[src/hw/rtl/lpbr_pkg.sv]
// ----------------------------------------------------------------------------
// lpbr_pkg: shared types and constants of the line page byte raster
// Holds the display size, the request item layout and the data that
// travels along the row of cells.
// ----------------------------------------------------------------------------
package lpbr_pkg;

   localparam int DISPLAY_WIDTH  = 128;
   localparam int DISPLAY_HEIGHT = 64;
   localparam int NUM_ROWS       = 8;

   typedef struct packed {
      logic [6:0] start_x;
      logic [5:0] start_y;
      logic [6:0] end_x;
      logic [5:0] end_y;
      logic [6:0] column;
      logic [2:0] page;
   } lpbr_req_type;

   // One row per cell; hit: !off, ya<=row<=yb if steep, 0 <= l <= v < l+d.
   typedef struct packed {
      logic signed [15:0] v;
      logic signed [15:0] l;
      logic signed [15:0] dv;
      logic signed [15:0] dl;
      logic        [7:0]  d;
      logic               steep;
      logic        [5:0]  ya;
      logic        [5:0]  yb;
      logic        [5:0]  row;
      logic               off;
      logic        [7:0]  pixel_byte;
   } lpbr_cell_data_type;

   typedef struct packed {
      logic load_a;
      logic load_b;
   } lpbr_front_ctl_type;

   typedef struct packed {
      logic valid_a;
      logic valid_b;
   } lpbr_front_sts_type;

endpackage

[src/hw/rtl/lpbr_if.sv]
// ----------------------------------------------------------------------------
// lpbr_if: request and result channels of the line page byte raster
// Valid/ready channels; an item moves when valid and ready are both high.
// ----------------------------------------------------------------------------
interface lpbr_req_if;
   logic       valid;
   logic       ready;
   logic [6:0] start_x;
   logic [5:0] start_y;
   logic [6:0] end_x;
   logic [5:0] end_y;
   logic [6:0] column;
   logic [2:0] page;

   modport source (output valid, start_x, start_y, end_x, end_y, column, page,
                   input ready);
   modport sink   (input valid, start_x, start_y, end_x, end_y, column, page,
                   output ready);
endinterface

interface lpbr_rsp_if;
   logic       valid;
   logic       ready;
   logic [7:0] pixel_byte;

   modport source (output valid, pixel_byte, input ready);
   modport sink   (input valid, pixel_byte, output ready);
endinterface

[src/hw/rtl/line_page_byte_raster.sv]
// ----------------------------------------------------------------------------
// line_page_byte_raster: one display byte of a straight line
// Returns the vertical eight-pixel byte that a line lights in one column
// and page of a page-organized display.
// ----------------------------------------------------------------------------
// Usage: a request item on req_chan carries the two endpoints of a line,
// a display column and a page. For each accepted item exactly one result
// item leaves on rsp_chan, in order, carrying pixel_byte, where bit k
// stands for pixel row page*8+k.
// An accepted item passes two setup stages (bounds and operands, then two
// small multiplies) followed by a row of eight cells, one per pixel row of
// the page. Throughput is one item per cycle while results are taken;
// every stage is a pipeline register, and each cell only adds and compares
// before handing on to its neighbor.
// Each stage moves whenever the stage after it is empty or moving, so a
// stalled receiver first fills the empty stages; request ready drops only
// when all ten stages hold items. Results are held stable until taken.
// Synchronous reset empties every stage; no item is in flight afterwards.
// ----------------------------------------------------------------------------
module line_page_byte_raster (
   input  logic       clock,
   input  logic       reset,
   lpbr_req_if.sink   req_chan,
   lpbr_rsp_if.source rsp_chan
);

   lpbr_pkg::lpbr_req_type       req_item;
   lpbr_pkg::lpbr_front_ctl_type front_ctl;
   lpbr_pkg::lpbr_front_sts_type front_sts;

   // Index 0 is the output of the setup stages; index k+1 is cell k.
   lpbr_pkg::lpbr_cell_data_type chain_data  [lpbr_pkg::NUM_ROWS+1];
   logic [lpbr_pkg::NUM_ROWS:0]  chain_valid;
   // Ready of each cell and of the result side (index NUM_ROWS).
   logic [lpbr_pkg::NUM_ROWS:0]  chain_ready;
   logic ready_b, ready_a;

   always_comb begin
      req_item.start_x = req_chan.start_x;
      req_item.start_y = req_chan.start_y;
      req_item.end_x   = req_chan.end_x;
      req_item.end_y   = req_chan.end_y;
      req_item.column  = req_chan.column;
      req_item.page    = req_chan.page;
   end

   // A stage may load when it is empty or when its content moves on.
   always_comb begin
      chain_ready[lpbr_pkg::NUM_ROWS] = rsp_chan.ready;
      for (int k = lpbr_pkg::NUM_ROWS - 1; k >= 0; k--) begin
         chain_ready[k] = !chain_valid[k+1] || chain_ready[k+1];
      end
      ready_b = !front_sts.valid_b || chain_ready[0];
      ready_a = !front_sts.valid_a || ready_b;
   end

   assign front_ctl.load_a = ready_a;
   assign front_ctl.load_b = ready_b;
   assign req_chan.ready   = ready_a;

   lpbr_front u_front (
      .clock     (clock),
      .reset     (reset),
      .req_valid (req_chan.valid),
      .req_item  (req_item),
      .ctl       (front_ctl),
      .sts       (front_sts),
      .data_b    (chain_data[0])
   );

   assign chain_valid[0] = front_sts.valid_b;

   for (genvar k = 0; k < lpbr_pkg::NUM_ROWS; k++) begin : g_cell
      lpbr_cell u_cell (
         .clock      (clock),
         .reset      (reset),
         .load       (chain_ready[k]),
         .valid_prev (chain_valid[k]),
         .data_prev  (chain_data[k]),
         .valid_out  (chain_valid[k+1]),
         .data_out   (chain_data[k+1])
      );
   end

   // The last cell's register is the output register.
   assign rsp_chan.valid      = chain_valid[lpbr_pkg::NUM_ROWS];
   assign rsp_chan.pixel_byte = chain_data[lpbr_pkg::NUM_ROWS].pixel_byte;

endmodule

[src/hw/rtl/lpbr_front.sv]
// ----------------------------------------------------------------------------
// lpbr_front: setup stages of the line page byte raster
// Stage A finds the bounds, the slope class and the multiplier operands;
// stage B forms the two products that seed the row of cells.
// ----------------------------------------------------------------------------
module lpbr_front (
   input  logic                        clock,
   input  logic                        reset,
   input  logic                        req_valid,
   input  lpbr_pkg::lpbr_req_type      req_item,
   input  lpbr_pkg::lpbr_front_ctl_type ctl,
   output lpbr_pkg::lpbr_front_sts_type sts,
   output lpbr_pkg::lpbr_cell_data_type data_b
);

   logic [6:0] x1, x2, col;
   logic [5:0] y1, y2;
   logic [2:0] pg, p1, p2;
   logic       off, steep, swap, sneg, cneg, nneg;
   logic [6:0] dx, xa, xb, absd, ac;
   logic [5:0] dy, ya, yb, rowbase;
   logic signed [7:0] dsx, neg_dsx, m, e0, cdiff, neg_cdiff, es;
   logic signed [8:0] msteep, esh;
   logic [7:0] dsh;

   logic signed [8:0] ma_in, na_in, dl_in;
   logic        [6:0] mb_in, dv_in;
   logic        [7:0] nb_in, d_in;

   logic signed [8:0] ma_ff, na_ff, dl_ff;
   logic        [6:0] mb_ff, dv_ff;
   logic        [7:0] nb_ff, d_ff;
   logic              steep_ff, off_ff;
   logic        [5:0] ya_ff, yb_ff, row_ff;
   logic              valid_a_ff, valid_b_ff;
   lpbr_pkg::lpbr_cell_data_type data_b_in, data_b_ff;
   logic signed [16:0] prod_v, prod_l;

   always_comb begin
      x1  = req_item.start_x;
      y1  = req_item.start_y;
      x2  = req_item.end_x;
      y2  = req_item.end_y;
      col = req_item.column;
      pg  = req_item.page;
      p1  = y1[5:3];
      p2  = y2[5:3];

      off = ({2'b00, col} >= 9'(lpbr_pkg::DISPLAY_WIDTH))
         || ({6'b0, pg} >= 9'(lpbr_pkg::DISPLAY_HEIGHT / 8))
         || (col < x1 && col < x2) || (col > x1 && col > x2)
         || ((p1 < p2) ? (pg < p1 || pg > p2) : (pg > p1 || pg < p2));

      dx    = (x1 > x2) ? x1 - x2 : x2 - x1;
      dy    = (y1 > y2) ? y1 - y2 : y2 - y1;
      steep = dx < {1'b0, dy};
      rowbase = {pg, 3'b000};

      // Steep lines walk rows from the lower endpoint upward.
      swap = y1 > y2;
      ya   = swap ? y2 : y1;
      yb   = swap ? y1 : y2;
      xa   = swap ? x2 : x1;
      xb   = swap ? x1 : x2;
      dsx  = $signed({1'b0, xb}) - $signed({1'b0, xa});
      neg_dsx = -dsx;
      sneg = dsx[7];
      absd = sneg ? neg_dsx[6:0] : dsx[6:0];
      m    = $signed({1'b0, col}) - $signed({1'b0, xa});
      msteep = sneg ? -{m[7], m} : {m[7], m};
      e0   = $signed({2'b00, rowbase}) - $signed({2'b00, ya});

      // Shallow lines: the quotient sign folds into the row window.
      cdiff = $signed({1'b0, col}) - $signed({1'b0, x1});
      neg_cdiff = -cdiff;
      cneg = cdiff[7];
      ac   = cneg ? neg_cdiff[6:0] : cdiff[6:0];
      nneg = (ac != 7'd0) && (dy != 6'd0) && (cneg ^ (y2 < y1) ^ (x2 < x1));
      dsh  = (dx == 7'd0) ? 8'd1 : {1'b0, dx};
      es   = $signed({2'b00, rowbase}) - $signed({2'b00, y1});
      esh  = nneg ? -{es[7], es} : {es[7], es};

      if (steep) begin
         ma_in = {e0[7], e0};
         mb_in = absd;
         na_in = msteep;
         nb_in = {2'b00, dy};
         dv_in = absd;
         dl_in = 9'sd0;
         d_in  = {2'b00, dy};
      end else begin
         ma_in = $signed({2'b00, ac});
         mb_in = {1'b0, dy};
         na_in = esh;
         nb_in = dsh;
         dv_in = 7'd0;
         dl_in = nneg ? -$signed({1'b0, dsh}) : $signed({1'b0, dsh});
         d_in  = dsh;
      end
   end

   always_ff @(posedge clock) begin
      if (ctl.load_a) begin
         ma_ff    <= ma_in;
         mb_ff    <= mb_in;
         na_ff    <= na_in;
         nb_ff    <= nb_in;
         dv_ff    <= dv_in;
         dl_ff    <= dl_in;
         d_ff     <= d_in;
         steep_ff <= steep;
         off_ff   <= off;
         ya_ff    <= ya;
         yb_ff    <= yb;
         row_ff   <= rowbase;
      end
      if (ctl.load_b) begin
         data_b_ff <= data_b_in;
      end
   end

   always_ff @(posedge clock) begin
      if (reset) begin
         valid_a_ff <= 1'b0;
         valid_b_ff <= 1'b0;
      end else begin
         if (ctl.load_a) begin
            valid_a_ff <= req_valid;
         end
         if (ctl.load_b) begin
            valid_b_ff <= valid_a_ff;
         end
      end
   end

   always_comb begin
      prod_v = ma_ff * $signed({1'b0, mb_ff});
      prod_l = na_ff * $signed({1'b0, nb_ff});
      data_b_in.v          = prod_v[15:0];
      data_b_in.l          = prod_l[15:0];
      data_b_in.dv         = $signed({9'b0, dv_ff});
      data_b_in.dl         = 16'(dl_ff);
      data_b_in.d          = d_ff;
      data_b_in.steep      = steep_ff;
      data_b_in.ya         = ya_ff;
      data_b_in.yb         = yb_ff;
      data_b_in.row        = row_ff;
      data_b_in.off        = off_ff;
      data_b_in.pixel_byte = 8'd0;
   end

   assign sts.valid_a = valid_a_ff;
   assign sts.valid_b = valid_b_ff;
   assign data_b      = data_b_ff;

endmodule

[src/hw/rtl/lpbr_cell.sv]
// ----------------------------------------------------------------------------
// lpbr_cell: one row cell of the line page byte raster
// Tests one pixel row against its window, sets that row's bit, and steps
// the value and window on to the next row for the neighbor.
// ----------------------------------------------------------------------------
module lpbr_cell (
   input  logic                         clock,
   input  logic                         reset,
   input  logic                         load,
   input  logic                         valid_prev,
   input  lpbr_pkg::lpbr_cell_data_type data_prev,
   output logic                         valid_out,
   output lpbr_pkg::lpbr_cell_data_type data_out
);

   logic hit;
   logic valid_ff;
   lpbr_pkg::lpbr_cell_data_type data_in, data_ff;

   always_comb begin
      hit = !data_prev.off
         && (!data_prev.steep || (data_prev.row >= data_prev.ya
                                  && data_prev.row <= data_prev.yb))
         && !data_prev.l[15]
         && (data_prev.l <= data_prev.v)
         && (data_prev.v < data_prev.l + $signed({8'b0, data_prev.d}));
      data_in     = data_prev;
      data_in.v   = data_prev.v + data_prev.dv;
      data_in.l   = data_prev.l + data_prev.dl;
      data_in.row = data_prev.row + 6'd1;
      data_in.pixel_byte = data_prev.pixel_byte
         | ({7'b0, hit} << data_prev.row[2:0]);
   end

   always_ff @(posedge clock) begin
      if (load) begin
         data_ff <= data_in;
      end
   end

   always_ff @(posedge clock) begin
      if (reset) begin
         valid_ff <= 1'b0;
      end else if (load) begin
         valid_ff <= valid_prev;
      end
   end

   assign valid_out = valid_ff;
   assign data_out  = data_ff;

endmodule

[src/flat_wrapper.sv]
// flat-port wrapper written by rule: the top's interface ports become plain ports
module line_page_byte_raster_flat 
  (clock, reset, req_chan_valid, req_chan_start_x, req_chan_start_y, req_chan_end_x, req_chan_end_y, req_chan_column, req_chan_page, req_chan_ready, rsp_chan_valid, rsp_chan_pixel_byte, rsp_chan_ready);
  lpbr_req_if req_chan_i ();
  lpbr_rsp_if rsp_chan_i ();
  input  logic clock;
  input  logic reset;
  input wire logic [$bits(req_chan_i.valid)-1:0] req_chan_valid;
  input wire logic [$bits(req_chan_i.start_x)-1:0] req_chan_start_x;
  input wire logic [$bits(req_chan_i.start_y)-1:0] req_chan_start_y;
  input wire logic [$bits(req_chan_i.end_x)-1:0] req_chan_end_x;
  input wire logic [$bits(req_chan_i.end_y)-1:0] req_chan_end_y;
  input wire logic [$bits(req_chan_i.column)-1:0] req_chan_column;
  input wire logic [$bits(req_chan_i.page)-1:0] req_chan_page;
  output wire logic [$bits(req_chan_i.ready)-1:0] req_chan_ready;
  output wire logic [$bits(rsp_chan_i.valid)-1:0] rsp_chan_valid;
  output wire logic [$bits(rsp_chan_i.pixel_byte)-1:0] rsp_chan_pixel_byte;
  input wire logic [$bits(rsp_chan_i.ready)-1:0] rsp_chan_ready;
  assign req_chan_i.valid = req_chan_valid;
  assign req_chan_i.start_x = req_chan_start_x;
  assign req_chan_i.start_y = req_chan_start_y;
  assign req_chan_i.end_x = req_chan_end_x;
  assign req_chan_i.end_y = req_chan_end_y;
  assign req_chan_i.column = req_chan_column;
  assign req_chan_i.page = req_chan_page;
  assign req_chan_ready = req_chan_i.ready;
  assign rsp_chan_valid = rsp_chan_i.valid;
  assign rsp_chan_pixel_byte = rsp_chan_i.pixel_byte;
  assign rsp_chan_i.ready = rsp_chan_ready;
  line_page_byte_raster u_core (.clock(clock), .reset(reset), .req_chan(req_chan_i), .rsp_chan(rsp_chan_i));
endmodule
[config.mk]
export PLATFORM = sky130hd
export DESIGN_NAME = line_page_byte_raster_flat
export DESIGN_NICKNAME = d
export VERILOG_FILES = /design/src/hw/rtl/lpbr_pkg.sv /design/src/hw/rtl/lpbr_if.sv /design/src/hw/rtl/line_page_byte_raster.sv /design/src/hw/rtl/lpbr_front.sv /design/src/hw/rtl/lpbr_cell.sv /design/src/flat_wrapper.sv
export SDC_FILE = /design/constraint.sdc
export NUM_CORES = 2
export LEC_CHECK = 0
export BUFFER_PORTS_ARGS = -buffer_cell sky130_fd_sc_hd__buf_2
export CAP_MARGIN = 40
export CORE_MARGIN = 8
export CORE_UTILIZATION = 62
export DETAILED_ROUTE_END_ITERATION = 10
export PLACE_DENSITY = 0.78
export SYNTH_ARGS = -nofsm -noshare
export SYNTH_HDL_FRONTEND = slang
export SYNTH_SLANG_ARGS = --single-unit
[constraint.sdc]
create_clock -name clock -period 21.8 [get_ports clock]
set_input_delay 3.27 -clock clock [delete_from_list [all_inputs] [get_ports clock]]
set_output_delay 3.27 -clock clock [all_outputs]
set_load 0.05 [all_outputs]
==> flow_summary_export.csv <==
group,metric,value,unit
outcome,status,"finished, final reports clean",
worst_setup_path,worstPathRequired,18.53,ns
timing,drv_slew,0,
timing,slew_headroom,39.7,%
final_layout,post-route-util,67.4,%
grt,grt_usage,23.1,%
floorplan,core_area,0.0741,sq mm
yosys,avgSynthCellArea,11.0,sq um
hold_path,holdPathEnd,"u_core.g_cell[2].u_cell.data_out[0]",
detailed_routing,viasPerCell,5.65,
timing,setup_tns,0,ns
yosys,syn-instance-count,4199,
hold_path,min_from,"u_core.g_cell[1].u_cell.data_out[0]",
grt,antenna_found_initial,1,
yosys,async_flop_share,0,%
yosys,synth_edf_count,656,
grt,grt_pass1_vias,31419,
clocking,ctsResizeCount,0,
placed_design,numPortBuffers,49,
worst_setup_path,r2r_cells,18,
yosys,synthFlopType,"edfxtp_1",
clocking,cts_setup_buffers,0,
worst_setup_path,r2r_end,"u_core.u_front.data_b[81]",
yosys,synthSimpleGateAreaFrac,9.82,%
clocking,worstSkewPairLatency,0.63,ns
timing,clock_skew,0.0430,ns
grt,grt_max_degree,77,
worst_setup_path,worst-path-max-fanout,65,
clocking,clkSinkCount,666,
final_layout,layout_commonest_cell,"edfxtp_1",
timing,min_period_over_period,41.8,%
worst_setup_path,cp.arrival,5.85,ns
clocking,ctsHtreeMaxLevel,3,
yosys,synth-seq-cells,666,
yosys,synthMuxAreaShare,0.489,%
detailed_routing,wl,94300,um
final_layout,drive_gt1_share,4.41,%
clocking,clk_pin_slew_worst_paths,0.06,ns
clocking,cts.path.max_buffers,3,
final_layout,layout.nets,5101,
floorplan,die_x,289,um
timing,rsz0062_at_grt,"no",
yosys,synth.distinct_cells,75,
clocking,root_buffer,"clkbuf_16",
yosys,synth.net_count,4999,
grt,grt_pass1_wl,154000,um
placed_design,post-dp-hpwl,75900,um
yosys,synthXorXnorAreaFrac,7.30,%
yosys,synth_area_leaders,"edfxtp_1, ha_1, xnor2_1, fa_1, inv_1",
detailed_routing,drt_iter0_drc,1480,
clocking,numCtsBuffers,72,
final_layout,final_cell_mix,"edfxtp_1, ha_1, inv_1, xnor2_1, a21oi_1",
timing,hold_viol,0,
final_layout,nFillCells,5455,
timing,max_freq,110,MHz
detailed_routing,antenna_left,0,
detailed_routing,drc,0,
grt,grt_overflow,0,
yosys,netlist.top_cell.by_area,"edfxtp_1",
yosys,synth-compound-area-share,11.2,%
yosys,yosys.area_share.adder,22.6,%
timing,tightest_slew,0.905,ns
worst_setup_path,crit_path_end_kind,"output pin",
floorplan,die_height,289,um
worst_setup_path,crit_path_start_kind,"input pin",
clocking,cts_hold_buf,0,
floorplan,io_pins,50,
clocking,cts_tree,"built",
worst_setup_path,r2r_slack,16.72,ns
job,cap_violations,0,
yosys,netlist_area,0.0461,sq mm
yosys,seq_area_frac_synth,43.2,%
worst_setup_path,reg2reg_from,"u_core.u_front.d_ff[4]",
hold_path,hold_path_class,"flip-flop to flip-flop",
yosys,yosysWarnings,0,
final_layout,n_antenna_cell,0,
hold_path,holdPathStages,0,
floorplan,die_area,0.0833,sq mm
yosys,synth_top_family_by_area,"adder cells",
final_layout,syn2layout_area_growth,8.28,%
floorplan,core.rowCount,100,
detailed_routing,wl_per_cell,17.7,um
placed_design,place_congestion,0.937,
timing,finalSetupViolCount,0,
yosys,synth.top_cell.area_share,42.7,%
floorplan,start_util,62.2,%
worst_setup_path,setup.worst_path.class,"input pin to output pin",
detailed_routing,vias,30099,
detailed_routing,firstDrtPassIters,6,
timing,post-route-min-period,9.12,ns
cells in the mapped netlist, drive strengths merged (4+ instances only):
cell	count
fa	122
nand2	173
o211ai	12
nor2b	68
nand3	93
o22ai	7
ha	638
dfxtp	10
o21bai	59
edfxtp	656
and3	28
clkbuf	12
a2111oi	4
a221o	4
o21ai	168
o41ai	19
and4	5
or4	5
a21boi	20
buf	20
or3	16
xnor2	286
mux2	4
nand4	43
inv	619
nor2	218
o21a	26
o31ai	11
a21o	125
a31oi	15
mux2i	18
a211oi	15
and2	102
nor4	13
o2111ai	12
a311oi	16
xor2	98
nand2b	70
nor3	58
a21oi	276
worst max path at each step:
| stage | startpoint | to | slack [ns] | depth (start not counted) |
|---|---|---|---|---|
| floorplan | rsp_chan_ready | req_chan_ready | 9.64 | 6 |
| global placement | rsp_chan_ready | req_chan_ready | 12.81 | 9 |
| detailed placement | rsp_chan_ready | req_chan_ready | 12.72 | 9 |
| CTS | rsp_chan_ready | req_chan_ready | 12.68 | 9 |
| global route | rsp_chan_ready | req_chan_ready | 12.41 | 9 |
| finish | rsp_chan_ready | req_chan_ready | 12.68 | 9 |
kinds of logic (layout without fill, tap and decap cells):
kind of cell / after synthesis / in the layout
AO/OA/AOI/OAI: 814 / 814
XOR/XNOR: 384 / 384
adder cells (fa/ha/maj): 760 / 760
buffers and inverters: 651 / 808
flip-flops: 666 / 666
multiplexers: 22 / 22
AND/OR/NAND/NOR: 902 / 902
flip-flops by register name (all words and copies together), names as in the netlist, 3 cells and up:
name and count:
u_core.u_front.d_ff 7, u_core.g_cell.u_cell.data_out 521, u_core.u_front.mb_ff 7, u_core.u_front.row_ff 3, u_core.g_cell.u_cell.valid_out 8, u_core.u_front.yb_ff 6, u_core.u_front.na_ff 9, u_core.u_front.data_b 72
u_core.u_front.ya_ff 6, u_core.u_front.dv_ff 6, u_core.u_front.dl_ff 9, u_core.u_front.ma_ff 8
critical path, stage by stage:
cell	delay, ns
buf_2	0.10
nor2b_1	0.28
and3_1	0.27
and2_1	0.33
nand3_4	0.15
nor2_1	0.50
nand4_1	0.19
buf_4	0.40
buf_2	0.34
per-stage QoR:
step	hold WS (ns)	worst slack [ns]	area, sq um	instances
after floorplan	0.400	9.64	46100	4199
after global placement	0.401	12.81	47500	5193
after detailed placement	0.405	12.72	47500	5196
after CTS	0.392	12.68	49900	5325
after global routing	0.408	12.41	49900	5325
final	0.399	12.68	49900	5325
metal layers:
metal  GRT usage (%)  share of wire, %  vias up
li1                -                 -    15012
met1            24.9                39    14374
met2            45.2                54      503
met3            2.91               3.3      210
met4            9.25               3.9        0
met5               0                 0        -
final cells by class:
class / instances / area [sq um] / share of cell area [%]
Sequential cell: 666 / 19900 / 39.9
Clock buffer: 80 / 1830 / 3.67
Clock inverter: 49 / 544 / 1.09
Timing Repair Buffer: 60 / 365 / 0.732
Inverter: 619 / 2320 / 4.66
Multi-Input combinational cell: 2882 / 23700 / 47.5
Tap cell: 969 / 1210 / 2.43
Power is left out: the tool's default activity adds up to more than one toggle a clock period on the data nets, which glitch-free logic cannot reach.
